**src/rtl/core/hfc_pkg.sv**
```systemverilog
`timescale 1ns / 1ps

package hfc_pkg;

  typedef enum logic [1:0] {
    FMT_HALF  = 2'd0,
    FMT_FLOAT = 2'd1,
    FMT_UINT  = 2'd2
  } fmt_e;

  typedef enum logic [1:0] {
    REG_SRC  = 2'd0,
    REG_DST  = 2'd1,
    REG_NORM = 2'd2
  } reg_e;

  localparam int unsigned APB_AW = 4;
  localparam int unsigned APB_DW = 32;

  localparam logic [1:0] SRC_RESET  = 2'd1;
  localparam logic [1:0] DST_RESET  = 2'd1;
  localparam logic       NORM_RESET = 1'b0;

  typedef struct packed {
    logic [31:0] sample_in;
    logic        last_sample;
  } in_item_t;

  typedef struct packed {
    logic [31:0] sample_out;
    logic        last_out;
  } out_item_t;

  typedef struct packed {
    fmt_e src;
    fmt_e dst;
    logic norm;
    logic last;
  } ctl_t;

  // code three reads as float
  function automatic fmt_e fmt_decode(logic [1:0] c);
    fmt_e f;
    case (c)
      2'd0:    f = FMT_HALF;
      2'd2:    f = FMT_UINT;
      default: f = FMT_FLOAT;
    endcase
    return f;
  endfunction

  function automatic logic [5:0] lzc32(logic [31:0] x);
    logic [5:0] n;
    logic       found;
    n = 6'd32;
    found = 1'b0;
    for (int i = 31; i >= 0; i--) begin
      if (!found && x[i]) begin
        n = 6'(31 - i);
        found = 1'b1;
      end
    end
    return n;
  endfunction

  function automatic logic [31:0] half_to_f32(logic [15:0] h);
    logic [31:0] r;
    logic [4:0]  e;
    logic [9:0]  m;
    logic [3:0]  p;
    logic [10:0] mm;
    e = h[14:10];
    m = h[9:0];
    p = 4'd0;
    mm = 11'd0;
    if (e == 5'h1F) begin
      r = {h[15], 8'hFF, m, 13'd0};
    end else if (e == 5'd0) begin
      if (m == 10'd0) begin
        r = {h[15], 31'd0};
      end else begin
        for (int i = 0; i < 10; i++) begin
          if (m[i]) p = 4'(i);
        end
        mm = {1'b0, m} << (4'd10 - p);
        r = {h[15], 8'(p) + 8'd103, mm[9:0], 13'd0};
      end
    end else begin
      r = {h[15], {3'd0, e} + 8'd112, m, 13'd0};
    end
    return r;
  endfunction

  function automatic logic [15:0] f32_to_half(logic [31:0] x);
    logic [15:0] r;
    logic [7:0]  e;
    logic [22:0] m;
    logic [14:0] h;
    logic [12:0] rem13;
    logic [23:0] full, hs, msk, rem, hp;
    logic [4:0]  sh;
    e = x[30:23];
    m = x[22:0];
    h = 15'd0;
    rem13 = 13'd0;
    full = {1'b1, m};
    hs = 24'd0;
    msk = 24'd0;
    rem = 24'd0;
    hp = 24'd0;
    sh = 5'd0;
    if (e == 8'hFF) begin
      // nan sets the quiet bit and keeps the top payload bits
      r = (m != 23'd0) ? {x[31], 5'h1F, 1'b1, m[21:13]} : {x[31], 15'h7C00};
    end else if (e < 8'd102) begin
      r = {x[31], 15'd0};
    end else if (e > 8'd142) begin
      r = {x[31], 15'h7C00};
    end else if (e >= 8'd113) begin
      h = {5'(e - 8'd112), m[22:13]};
      rem13 = m[12:0];
      if (rem13 > 13'h1000 || (rem13 == 13'h1000 && h[0])) h = h + 15'd1;
      r = {x[31], h};
    end else begin
      sh = 5'(8'd126 - e);
      hs = full >> sh;
      msk = (24'd1 << sh) - 24'd1;
      rem = full & msk;
      hp = 24'd1 << (sh - 5'd1);
      h = hs[14:0];
      if (rem > hp || (rem == hp && h[0])) h = h + 15'd1;
      r = {x[31], h};
    end
    return r;
  endfunction

endpackage

```
**src/rtl/core/hfc_widen.sv**
```systemverilog
`timescale 1ns / 1ps

module hfc_widen (
  input  logic          clk_i,
  input  logic          rst_ni,
  input  logic          valid_i,
  output logic          stall_o,
  input  logic [31:0]   sample_i,
  input  hfc_pkg::ctl_t ctl_i,
  output logic          valid_o,
  input  logic          stall_i,
  output logic [31:0]   data_o,
  output hfc_pkg::ctl_t ctl_o
);

  logic v1_q, v2_q, v3_q, v4_q;
  logic en1, en2, en3, en4;

  hfc_pkg::ctl_t ctl1_q, ctl2_q, ctl3_q, ctl4_q;
  logic [31:0] d1_q, d1_d, d2_q, d3_q, d4_q, d4_d;
  logic [5:0]  lz1_q;
  logic [63:0] nn2_q, nn2_d, n2;
  logic [7:0]  ex2_q, ex2_d, ex3_q;
  logic        zr2_q, zr3_q;
  logic [53:0] r3_q, r3_d;
  logic        inc3, inc4;
  logic [24:0] t4;
  logic [7:0]  ex4;
  logic [22:0] mt4;
  logic [31:0] fu4;

  assign en4 = !v4_q || !stall_i;
  assign en3 = !v3_q || en4;
  assign en2 = !v2_q || en3;
  assign en1 = !v1_q || en2;
  assign stall_o = !en1;
  assign valid_o = v4_q;
  assign data_o  = d4_q;
  assign ctl_o   = ctl4_q;

  always_ff @(posedge clk_i or negedge rst_ni) begin
    if (!rst_ni) begin
      v1_q <= 1'b0;
      v2_q <= 1'b0;
      v3_q <= 1'b0;
      v4_q <= 1'b0;
    end else begin
      if (en1) v1_q <= valid_i;
      if (en2) v2_q <= v1_q;
      if (en3) v3_q <= v2_q;
      if (en4) v4_q <= v3_q;
    end
  end

  // stage 1: pass-through, half widening, leading zeros of uint
  always_comb begin
    if (ctl_i.src == ctl_i.dst) begin
      d1_d = (ctl_i.src == hfc_pkg::FMT_HALF) ? {16'd0, sample_i[15:0]} : sample_i;
    end else if (ctl_i.src == hfc_pkg::FMT_HALF) begin
      d1_d = hfc_pkg::half_to_f32(sample_i[15:0]);
    end else begin
      d1_d = sample_i;
    end
  end

  // stage 2: uint normalize; normalized mode is {u,u} scaled by 2^-64
  always_comb begin
    n2 = ctl1_q.norm ? {d1_q, d1_q} : {d1_q, 32'd0};
    nn2_d = n2 << lz1_q[4:0];
    ex2_d = (ctl1_q.norm ? 8'd126 : 8'd158) - {2'b00, lz1_q};
  end

  // stage 3: round to binary64 precision
  always_comb begin
    inc3 = nn2_q[10] && ((|nn2_q[9:0]) || nn2_q[11]);
    r3_d = {1'b0, nn2_q[63:11]} + {53'd0, inc3};
  end

  // stage 4: round to binary32 and pack
  always_comb begin
    inc4 = r3_q[28] && ((|r3_q[27:0]) || r3_q[29]);
    t4 = {1'b0, r3_q[52:29]} + {24'd0, inc4};
    if (r3_q[53] || t4[24]) begin
      ex4 = ex3_q + 8'd1;
      mt4 = 23'd0;
    end else begin
      ex4 = ex3_q;
      mt4 = t4[22:0];
    end
    fu4 = zr3_q ? 32'd0 : {1'b0, ex4, mt4};
    if (ctl3_q.src == hfc_pkg::FMT_UINT && ctl3_q.dst != hfc_pkg::FMT_UINT) d4_d = fu4;
    else d4_d = d3_q;
  end

  always_ff @(posedge clk_i) begin
    if (en1 && valid_i) begin
      ctl1_q <= ctl_i;
      d1_q   <= d1_d;
      lz1_q  <= hfc_pkg::lzc32(sample_i);
    end
    if (en2 && v1_q) begin
      ctl2_q <= ctl1_q;
      d2_q   <= d1_q;
      nn2_q  <= nn2_d;
      ex2_q  <= ex2_d;
      zr2_q  <= lz1_q[5];
    end
    if (en3 && v2_q) begin
      ctl3_q <= ctl2_q;
      d3_q   <= d2_q;
      r3_q   <= r3_d;
      ex3_q  <= ex2_q;
      zr3_q  <= zr2_q;
    end
    if (en4 && v3_q) begin
      ctl4_q <= ctl3_q;
      d4_q   <= d4_d;
    end
  end

endmodule

```
**src/rtl/core/hfc_narrow.sv**
```systemverilog
`timescale 1ns / 1ps

module hfc_narrow (
  input  logic               clk_i,
  input  logic               rst_ni,
  input  logic               valid_i,
  output logic               stall_o,
  input  logic [31:0]        data_i,
  input  hfc_pkg::ctl_t      ctl_i,
  output logic               valid_o,
  input  logic               stall_i,
  output hfc_pkg::out_item_t data_o
);

  function automatic logic [5:0] top_pos56(logic [55:0] p);
    logic [5:0] l;
    l = 6'd0;
    for (int i = 0; i < 56; i++) begin
      if (p[i]) l = 6'(i);
    end
    return l;
  endfunction

  logic v5_q, v6_q, v7_q, v8_q, v9_q;
  logic en5, en6, en7, en8, en9;

  hfc_pkg::ctl_t ctl5_q, ctl6_q, ctl7_q, ctl8_q;
  hfc_pkg::out_item_t out9_q, out9_d;

  logic [31:0] dat5_q, dat6_q, dat7_q, dat8_q, dat5_d;
  logic [9:0]  e5_q, e6_q, e7_q, e5_d;
  logic        zf5_q, zf6_q, zf7_q, zf8_q, zf5_d;
  logic        sf5_q, sf6_q, sf7_q, sf8_q, sf5_d;
  logic [55:0] p5_q, p6_q, p5_d;
  logic [23:0] m5;
  logic [5:0]  l6_q, l7_q;
  logic [56:0] p7_q, p7_d;
  logic [1:0]  k7;
  logic [55:0] ulp7, lowm7, halfv7, rem7;
  logic        up7;
  logic [5:0]  lp8, lq8;
  logic [10:0] le8;
  logic [63:0] pe8;
  logic [9:0]  s8;
  logic [5:0]  sh8;
  logic [31:0] int8_q, int8_d;
  logic        g8_q, g8_d, st8_q, st8_d, ovf8_q, ovf8_d;
  logic [31:0] sum9, uv9;
  logic        clamp9;

  assign en9 = !v9_q || !stall_i;
  assign en8 = !v8_q || en9;
  assign en7 = !v7_q || en8;
  assign en6 = !v6_q || en7;
  assign en5 = !v5_q || en6;
  assign stall_o = !en5;
  assign valid_o = v9_q;
  assign data_o  = out9_q;

  always_ff @(posedge clk_i or negedge rst_ni) begin
    if (!rst_ni) begin
      v5_q <= 1'b0;
      v6_q <= 1'b0;
      v7_q <= 1'b0;
      v8_q <= 1'b0;
      v9_q <= 1'b0;
    end else begin
      if (en5) v5_q <= valid_i;
      if (en6) v6_q <= v5_q;
      if (en7) v7_q <= v6_q;
      if (en8) v8_q <= v7_q;
      if (en9) v9_q <= v8_q;
    end
  end

  // stage 5: half narrowing; uint path forms the binary64 product
  always_comb begin
    if (ctl_i.src != ctl_i.dst && ctl_i.dst == hfc_pkg::FMT_HALF) begin
      dat5_d = {16'd0, hfc_pkg::f32_to_half(data_i)};
    end else begin
      dat5_d = data_i;
    end
    m5 = (data_i[30:23] == 8'd0) ? {1'b0, data_i[22:0]} : {1'b1, data_i[22:0]};
    e5_d = (data_i[30:23] == 8'd0) ? 10'(-149) : {2'b00, data_i[30:23]} - 10'd150;
    // scale by 2^32-1 as a shift and subtract
    p5_d = ctl_i.norm ? ({m5, 32'd0} - {32'd0, m5}) : {32'd0, m5};
    // negatives and nan go to zero
    zf5_d = data_i[31] || (data_i[30:23] == 8'hFF && data_i[22:0] != 23'd0) ||
            (m5 == 24'd0);
    sf5_d = (data_i[30:23] == 8'hFF);
  end

  // stage 7: round the product to 53 significant bits
  always_comb begin
    k7 = (l6_q > 6'd52) ? 2'(l6_q - 6'd52) : 2'd0;
    ulp7 = 56'd1 << k7;
    lowm7 = ulp7 - 56'd1;
    halfv7 = ulp7 >> 1;
    rem7 = p6_q & lowm7;
    up7 = (k7 != 2'd0) &&
          ((rem7 > halfv7) || (rem7 == halfv7 && (p6_q & ulp7) != 56'd0));
    p7_d = {1'b0, p6_q & ~lowm7} + (up7 ? {1'b0, ulp7} : 57'd0);
  end

  // stage 8: align to integer, keep guard and sticky
  always_comb begin
    lq8 = l7_q + 6'd1;
    lp8 = p7_q[lq8] ? lq8 : l7_q;
    le8 = {5'd0, lp8} + {e7_q[9], e7_q};
    ovf8_d = !le8[10] && (le8[9:0] >= 10'd32);
    pe8 = {7'd0, p7_q};
    s8 = 10'd0;
    sh8 = 6'd0;
    if (!e7_q[9]) begin
      int8_d = 32'(pe8 << e7_q[4:0]);
      g8_d = 1'b0;
      st8_d = 1'b0;
    end else begin
      s8 = ~e7_q + 10'd1;
      if (s8 > 10'd63) begin
        int8_d = 32'd0;
        g8_d = 1'b0;
        st8_d = |pe8;
      end else begin
        sh8 = s8[5:0];
        int8_d = 32'(pe8 >> sh8);
        g8_d = pe8[sh8 - 6'd1];
        st8_d = |(pe8 & ((64'd1 << (sh8 - 6'd1)) - 64'd1));
      end
    end
  end

  // stage 9: round half to even, clamp, pick the result
  always_comb begin
    sum9 = int8_q + {31'd0, g8_q && (st8_q || int8_q[0])};
    clamp9 = ovf8_q || sf8_q || (int8_q == 32'hFFFF_FFFF && (g8_q || st8_q));
    uv9 = zf8_q ? 32'd0 : (clamp9 ? 32'hFFFF_FFFF : sum9);
    if (ctl8_q.src != ctl8_q.dst && ctl8_q.dst == hfc_pkg::FMT_UINT) begin
      out9_d.sample_out = uv9;
    end else begin
      out9_d.sample_out = dat8_q;
    end
    out9_d.last_out = ctl8_q.last;
  end

  always_ff @(posedge clk_i) begin
    if (en5 && valid_i) begin
      ctl5_q <= ctl_i;
      dat5_q <= dat5_d;
      p5_q   <= p5_d;
      e5_q   <= e5_d;
      zf5_q  <= zf5_d;
      sf5_q  <= sf5_d;
    end
    if (en6 && v5_q) begin
      ctl6_q <= ctl5_q;
      dat6_q <= dat5_q;
      p6_q   <= p5_q;
      l6_q   <= top_pos56(p5_q);
      e6_q   <= e5_q;
      zf6_q  <= zf5_q;
      sf6_q  <= sf5_q;
    end
    if (en7 && v6_q) begin
      ctl7_q <= ctl6_q;
      dat7_q <= dat6_q;
      p7_q   <= p7_d;
      l7_q   <= l6_q;
      e7_q   <= e6_q;
      zf7_q  <= zf6_q;
      sf7_q  <= sf6_q;
    end
    if (en8 && v7_q) begin
      ctl8_q <= ctl7_q;
      dat8_q <= dat7_q;
      int8_q <= int8_d;
      g8_q   <= g8_d;
      st8_q  <= st8_d;
      ovf8_q <= ovf8_d;
      zf8_q  <= zf7_q;
      sf8_q  <= sf7_q;
    end
    if (en9 && v8_q) begin
      out9_q <= out9_d;
    end
  end

endmodule

```
**src/rtl/core/half_float_uint32_sample_convert.sv**
```systemverilog
`timescale 1ns / 1ps
// Sample format converter: half, float32 and uint32, one 32-bit sample per transaction.
// Input channel in_valid_i/in_stall_o carries sample_in (a half sits in the low
// 16 bits) and last_sample; the output channel out_valid_o/out_stall_i returns
// sample_out and last_out, one result per input, in order.
// Formats and the normalized flag are set over the APB port: source_format at
// 0x0, dest_format at 0x4, normalized at 0x8; change them only while idle.
// Four stages widen to float32 (leading-zero count, shift, two rounding steps)
// and five narrow (half pack or product, leading-one search, binary64
// rounding, alignment, integer rounding and clamp). One transaction per cycle
// is sustained while out_stall_i is low.
// Each stage holds a valid bit; when out_stall_i is high the results and the
// stages behind them hold, and empty stages still fill, so in_stall_o rises
// only once every stage holds an item.
// Reset clears all valid bits and sets the formats to float32, normalized off.
module half_float_uint32_sample_convert (
  input  logic                          clk_i,
  input  logic                          rst_ni,
  input  logic                          in_valid_i,
  output logic                          in_stall_o,
  input  hfc_pkg::in_item_t             in_data_i,
  output logic                          out_valid_o,
  input  logic                          out_stall_i,
  output hfc_pkg::out_item_t            out_data_o,
  input  logic                          psel,
  input  logic                          penable,
  input  logic                          pwrite,
  input  logic [hfc_pkg::APB_AW-1:0]    paddr,
  input  logic [hfc_pkg::APB_DW-1:0]    pwdata,
  output logic [hfc_pkg::APB_DW-1:0]    prdata,
  output logic                          pready
);

  logic [1:0] src_q, dst_q;
  logic       norm_q;
  logic       wr_en;
  hfc_pkg::reg_e reg_idx;

  hfc_pkg::ctl_t in_ctl, mid_ctl;
  logic          mid_valid, mid_stall;
  logic [31:0]   mid_data;

  assign pready  = 1'b1;
  assign wr_en   = psel && penable && pwrite;
  assign reg_idx = hfc_pkg::reg_e'(paddr[3:2]);

  always_ff @(posedge clk_i or negedge rst_ni) begin
    if (!rst_ni) begin
      src_q  <= hfc_pkg::SRC_RESET;
      dst_q  <= hfc_pkg::DST_RESET;
      norm_q <= hfc_pkg::NORM_RESET;
    end else if (wr_en) begin
      unique case (reg_idx)
        hfc_pkg::REG_SRC:  src_q  <= pwdata[1:0];
        hfc_pkg::REG_DST:  dst_q  <= pwdata[1:0];
        hfc_pkg::REG_NORM: norm_q <= pwdata[0];
        default: ;
      endcase
    end
  end

  always_comb begin
    unique case (reg_idx)
      hfc_pkg::REG_SRC:  prdata = {30'd0, src_q};
      hfc_pkg::REG_DST:  prdata = {30'd0, dst_q};
      hfc_pkg::REG_NORM: prdata = {31'd0, norm_q};
      default:           prdata = '0;
    endcase
  end

  always_comb begin
    in_ctl.src  = hfc_pkg::fmt_decode(src_q);
    in_ctl.dst  = hfc_pkg::fmt_decode(dst_q);
    in_ctl.norm = norm_q;
    in_ctl.last = in_data_i.last_sample;
  end

  hfc_widen u_widen (
    .clk_i    (clk_i),
    .rst_ni   (rst_ni),
    .valid_i  (in_valid_i),
    .stall_o  (in_stall_o),
    .sample_i (in_data_i.sample_in),
    .ctl_i    (in_ctl),
    .valid_o  (mid_valid),
    .stall_i  (mid_stall),
    .data_o   (mid_data),
    .ctl_o    (mid_ctl)
  );

  hfc_narrow u_narrow (
    .clk_i   (clk_i),
    .rst_ni  (rst_ni),
    .valid_i (mid_valid),
    .stall_o (mid_stall),
    .data_i  (mid_data),
    .ctl_i   (mid_ctl),
    .valid_o (out_valid_o),
    .stall_i (out_stall_i),
    .data_o  (out_data_o)
  );

endmodule

```
**config.mk**
```make
export PLATFORM = sky130hd
export DESIGN_NAME = half_float_uint32_sample_convert
export DESIGN_NICKNAME = d
export VERILOG_FILES = /design/src/rtl/core/hfc_pkg.sv /design/src/rtl/core/hfc_widen.sv /design/src/rtl/core/hfc_narrow.sv /design/src/rtl/core/half_float_uint32_sample_convert.sv
export SDC_FILE = /design/constraint.sdc
export NUM_CORES = 2
export LEC_CHECK = 0
export BUFFER_PORTS_ARGS = -buffer_cell sky130_fd_sc_hd__buf_2
export CORE_MARGIN = 2
export CORE_UTILIZATION = 60
export CTS_CLUSTER_DIAMETER = 30
export DETAILED_ROUTE_END_ITERATION = 8
export PLACE_DENSITY = 0.77
export SYNTH_ARGS = -nofsm -noshare
export SYNTH_HDL_FRONTEND = slang
export SYNTH_HIERARCHICAL = 1
export SYNTH_SLANG_ARGS = --single-unit
```
**constraint.sdc**
```tcl
create_clock -name clk_i -period 10 [get_ports clk_i]
set_clock_uncertainty 0.15 [all_clocks]
set_input_delay 1.5 -clock clk_i [delete_from_list [all_inputs] [get_ports clk_i]]
set_output_delay 1.5 -clock clk_i [all_outputs]
set_load 0.005 [all_outputs]
```
==> impl_metrics.json <==
{
  "status": "finished, final reports clean",
  "number_of_global_route_vias_before_repair": 33990,
  "reg2reg_depth": 25,
  "path_delay_family": "compound AO/OA/AOI/OAI gates",
  "synth_sequential_area_ratio_pct": 48.83,
  "clkTransAtPathRegs_ns": 0.05,
  "ctsResizeCount": 0,
  "final-setup-viol-count": 0,
  "finalWeightedCongestion": 1.020,
  "synth_top_area_share_pct": 48.06,
  "final_antenna_net_count": 0,
  "initial_utilization_pct": 60.73,
  "drt_first_pass_iters": 6,
  "ctsRootBufferMaster": "sky130_fd_sc_hd__clkbuf_16",
  "rr_startpoint": "u_widen/data_o[23]",
  "post_layout_nets": 4403,
  "cts_tree": "built",
  "hp-class": "reg -> reg",
  "power_density_nw_per_um2": 330.4,
  "ctsHtreeMaxLevel": 3,
  "grt_setup_unrepaired": "no",
  "avgRoutedWirePerCell_microns": 26.24,
  "max_slew_violations": 0,
  "finalNonFillerCells": 5327,
  "clkLatencyLatePin_ns": 0.68,
  "drt_drc_violations_left": 0,
  "synth_enable_flop_cells": 726,
  "p_leak_nw": 18.23,
  "detailed_place_hpwl_microns": 96590,
  "timing.slew.headroom_pct": 21.18,
  "grt_overflow": 0,
  "diodes": 0,
  "largest_net_degree_at_the_start_of_global_routing": 77,
  "cp.buffers_inverters": 2,
  "syn-cell-area_sq_um": 45360,
  "async_reset_ff_share_pct": 1.892,
  "power_frac_comb_pct": 40.8,
  "synth_area_per_cell_sq_um": 10.65,
  "starting_drt_drc_count": 4676,
  "io_pins": 144,
  "share_of_layout_cells_above_drive_strength_1_pct": 14.27,
  "power_frac_seq_pct": 33.8,
  "rr_endpoint": "u_narrow/dat5_q[9]",
  "max_slew.worst_pin.slew_ns": 1.170,
  "layout.filler_cells": 5385,
  "fmaxAchievable_ghz": 0.1430,
  "path_max_fanout": 29,
  "avgViaCountPerCell": 6.761,
  "hold_worst_path_end": "u_narrow/dat6_q[19]",
  "dp.cells": 5106,
  "antenna_violations_before_repair": 2,
  "worst_ir_drop_vdd_uv": 198.8,
  "die_h_microns": 279.0,
  "worst_path_largest_cell_delay_ns": 0.57,
  "min_from": "u_narrow/dat5_q[19]",
  "post_cts.repair.setup_buffers": 0,
  "clock_power_share_pct": 25.4,
  "cts_hold_buf": 0,
  "finalWorstPathRequiredPeriod_ns": 6.991,
  "placement_row_count": 100,
  "max_cap_check_violation_count": 0,
  "detailroute.via_count": 36020,
  "synthToLayoutAreaGrowth_pct": 11.90,
  "crit_path_start_kind": "flop",
  "floorplan.die_area_sq_um": 77820,
  "post_synth_inst_count": 4261,
  "die_w_microns": 279.0,
  "critPathMostFrequentCell": "sky130_fd_sc_hd__ha_1",
  "setup_total_negative_slack_ns": 0,
  "period_share_pct": 69.91,
  "cp-end-kind": "flop",
  "core_sq_um": 74700,
  "postSynthRegisterBits": 740,
  "top_area_cells_in_the_synthesized_netlist": "sky130_fd_sc_hd__edfxtp_1 (48%), sky130_fd_sc_hd__mux4_2 (6.8%), sky130_fd_sc_hd__nand2_1 (4.4%)",
  "hold_violations": 0,
  "timing.critical_path.arrival_ns": 7.22,
  "global_route_usage_over_all_layers_pct": 35.71,
  "intPower_mw": 9.947,
  "ys.warnings.count": 6,
  "port_buffers": 80,
  "switching_power_summed_over_all_nets_mw": 6.826,
  "tritoncts.num_buffers": 118,
  "worst_path_cell_with_the_longest_stage_delay": "sky130_fd_sc_hd__ha_1",
  "cts.sink_count": 740,
  "yosys.area.top_type": "sky130_fd_sc_hd__edfxtp_1",
  "criticalPathCategory": "reg -> reg",
  "cp_data_required_time_ns": 10.23,
  "synth_top_flop_cell": "sky130_fd_sc_hd__edfxtp_1",
  "synth_cell_types": 105,
  "setup_slack_of_the_most_critical_reg_to_reg_path_ns": 3.01,
  "cts_max_path_buffers": 3,
  "wl_microns": 139800,
  "grt_first_pass_wirelength_microns": 210500,
  "min_delay_path_depth": 0,
  "power.switching_fraction_pct": 40.70
}
[cell usage in the layout, fill, tap and decap left out, types with 30 or more instances in the layout]
cell                        count
sky130_fd_sc_hd__a211oi_1      81
sky130_fd_sc_hd__a21o_1        52
sky130_fd_sc_hd__a21oi_1      193
sky130_fd_sc_hd__a31oi_1       31
sky130_fd_sc_hd__and2_1        81
sky130_fd_sc_hd__and3_1        46
sky130_fd_sc_hd__buf_2         80
sky130_fd_sc_hd__buf_4         89
sky130_fd_sc_hd__clkbuf_16    119
sky130_fd_sc_hd__conb_1        32
sky130_fd_sc_hd__edfxtp_1     726
sky130_fd_sc_hd__ha_1          67
sky130_fd_sc_hd__inv_1         63
sky130_fd_sc_hd__mux2_2        32
sky130_fd_sc_hd__mux2i_1      120
sky130_fd_sc_hd__mux4_2       136
sky130_fd_sc_hd__nand2_1      535
sky130_fd_sc_hd__nand2b_1      36
sky130_fd_sc_hd__nand3_1      136
sky130_fd_sc_hd__nand4_1       58
sky130_fd_sc_hd__nor2_1       340
sky130_fd_sc_hd__nor2b_1       59
sky130_fd_sc_hd__nor3_1        96
sky130_fd_sc_hd__nor4_1        69
sky130_fd_sc_hd__o21ai_0      218
sky130_fd_sc_hd__o22ai_1       56
sky130_fd_sc_hd__o31ai_1       30
sky130_fd_sc_hd__or3_1         34
sky130_fd_sc_hd__xnor2_1      166
sky130_fd_sc_hd__xor2_1        89
[registers in the layout (all words and copies together) (netlist names), 8 cells and up]
register         flops
u_widen/d1_q        32
u_widen/d2_q        32
u_narrow/dat6_q     32
u_narrow/dat7_q     32
u_widen/data_o      32
u_widen/d3_q        32
u_widen/ex2_q        8
u_narrow/data_o     33
u_narrow/p6_q       56
u_narrow/e6_q        9
u_narrow/dat8_q     32
u_narrow/dat5_q     32
u_narrow/p5_q       56
u_widen/nn2_q       64
u_narrow/p7_q       57
u_narrow/int8_q     32
u_narrow/e5_q        9
u_widen/ex3_q        8
u_widen/r3_q        54
u_narrow/e7_q        9
[cells by family after synthesis]
kind of cell / synth area share, %
compound gates: 12.99
xor+xnor: 5.075
fa+ha+maj: 1.964
buf+inv: 3.602
flops: 48.83
mux: 10.24
other cells: 0.02482
simple gates: 17.27
[worst reg2reg max path, stage by stage (launching register included)]
cell                        delay, ns
sky130_fd_sc_hd__edfxtp_1        0.34
sky130_fd_sc_hd__buf_4           0.38
sky130_fd_sc_hd__clkinv_1        0.54
sky130_fd_sc_hd__ha_1            0.58
sky130_fd_sc_hd__nand2_1         0.20
sky130_fd_sc_hd__or3_1           0.17
sky130_fd_sc_hd__ha_1            0.30
sky130_fd_sc_hd__o21ai_0         0.25
sky130_fd_sc_hd__a21oi_1         0.44
sky130_fd_sc_hd__nor2_1          0.12
sky130_fd_sc_hd__a21oi_1         0.14
sky130_fd_sc_hd__nand2_1         0.07
sky130_fd_sc_hd__o211ai_1        0.13
sky130_fd_sc_hd__a21boi_0        0.13
sky130_fd_sc_hd__ha_1            0.32
sky130_fd_sc_hd__nand4_1         0.11
sky130_fd_sc_hd__nor3_1          0.36
sky130_fd_sc_hd__nand4_1         0.19
sky130_fd_sc_hd__a2111oi_0       0.34
sky130_fd_sc_hd__a211oi_1        0.18
sky130_fd_sc_hd__nand3_1         0.23
sky130_fd_sc_hd__and3b_1         0.31
sky130_fd_sc_hd__nand3b_1        0.12
sky130_fd_sc_hd__xor2_1          0.16
sky130_fd_sc_hd__a221oi_1        0.29
sky130_fd_sc_hd__o21ai_0         0.12
[layout make-up]
type                       count  area [sq um]  share of cell area (%)
clock buffer                 129          3015                   5.940
clock inverter                92          1256                   2.475
multi-input combinational   3162         21810                   42.96
sequential                   740         22150                   43.64
tap                          969          1212                   2.388
inverter                      66         247.7                  0.4880
timing repair buffer         169          1069                   2.105
[power by group through the flow]
| stage | clock network, mW | logic, mW | registers [mW] |
|---|---|---|---|
| after floorplan | 0 | 4.92 | 5.13 |
| after global placement | 0 | 6.59 | 5.60 |
| after detailed placement | 0 | 6.61 | 5.64 |
| after CTS | 4.32 | 6.66 | 5.62 |
| after global routing | 4.45 | 7.32 | 5.72 |
| final | 4.27 | 6.84 | 5.67 |
[how the worst max path moves through the flow]
stage | depth (start not counted) | slack (ns) | to | start
finish | 25 | 3.01 | u_narrow/dat5_q[9] | u_widen/data_o[23]
global route | 25 | 2.34 | u_narrow/dat5_q[9] | u_widen/data_o[23]
CTS | 25 | 3.11 | u_narrow/dat5_q[9] | u_widen/data_o[23]
detailed placement | 25 | 3.22 | u_narrow/dat5_q[9] | u_widen/data_o[23]
global placement | 25 | 3.34 | u_narrow/dat5_q[9] | u_widen/data_o[23]
floorplan | 5 | 2.73 | u_widen/ctl3_q[0] | out_stall_i
[metal layers]
metal  routed length [microns]  track usage, %  vias to the layer above
li1                          -               -                    16030
met1                     51540           44.95                    17170
met2                     66310           58.30                     2245
met3                     12250           6.133                      563
met4                      9641           21.30                        4
met5                        24               0                        -
[Yosys cell counts (90+ instances only)]
library cell and n:
sky130_fd_sc_hd__nand2_1 536, sky130_fd_sc_hd__nand3_1 136, sky130_fd_sc_hd__edfxtp_1 726, sky130_fd_sc_hd__clkbuf_1 230
sky130_fd_sc_hd__xnor2_1 171, sky130_fd_sc_hd__nor3_1 98, sky130_fd_sc_hd__mux4_2 136, sky130_fd_sc_hd__xor2_1 90
sky130_fd_sc_hd__o21ai_0 218, sky130_fd_sc_hd__nor2_1 340, sky130_fd_sc_hd__a21oi_1 193, sky130_fd_sc_hd__mux2i_1 120
[metrics by stage]
stage	utilization, %	power, mW	instance area, sq um	setup slack [ns]	hold slack, ns
detailed placement	62.24	12.25	46490	3.216	0.2545
global placement	62.24	12.19	46490	3.340	0.2503
global route	67.96	17.50	50760	2.339	0.2549
finish	67.96	16.77	50760	3.009	0.2514
floorplan	-	10.05	45470	2.727	0.2503
CTS	67.96	16.60	50760	3.114	0.2394
Note: power is estimated with default switching activity, not from simulation.
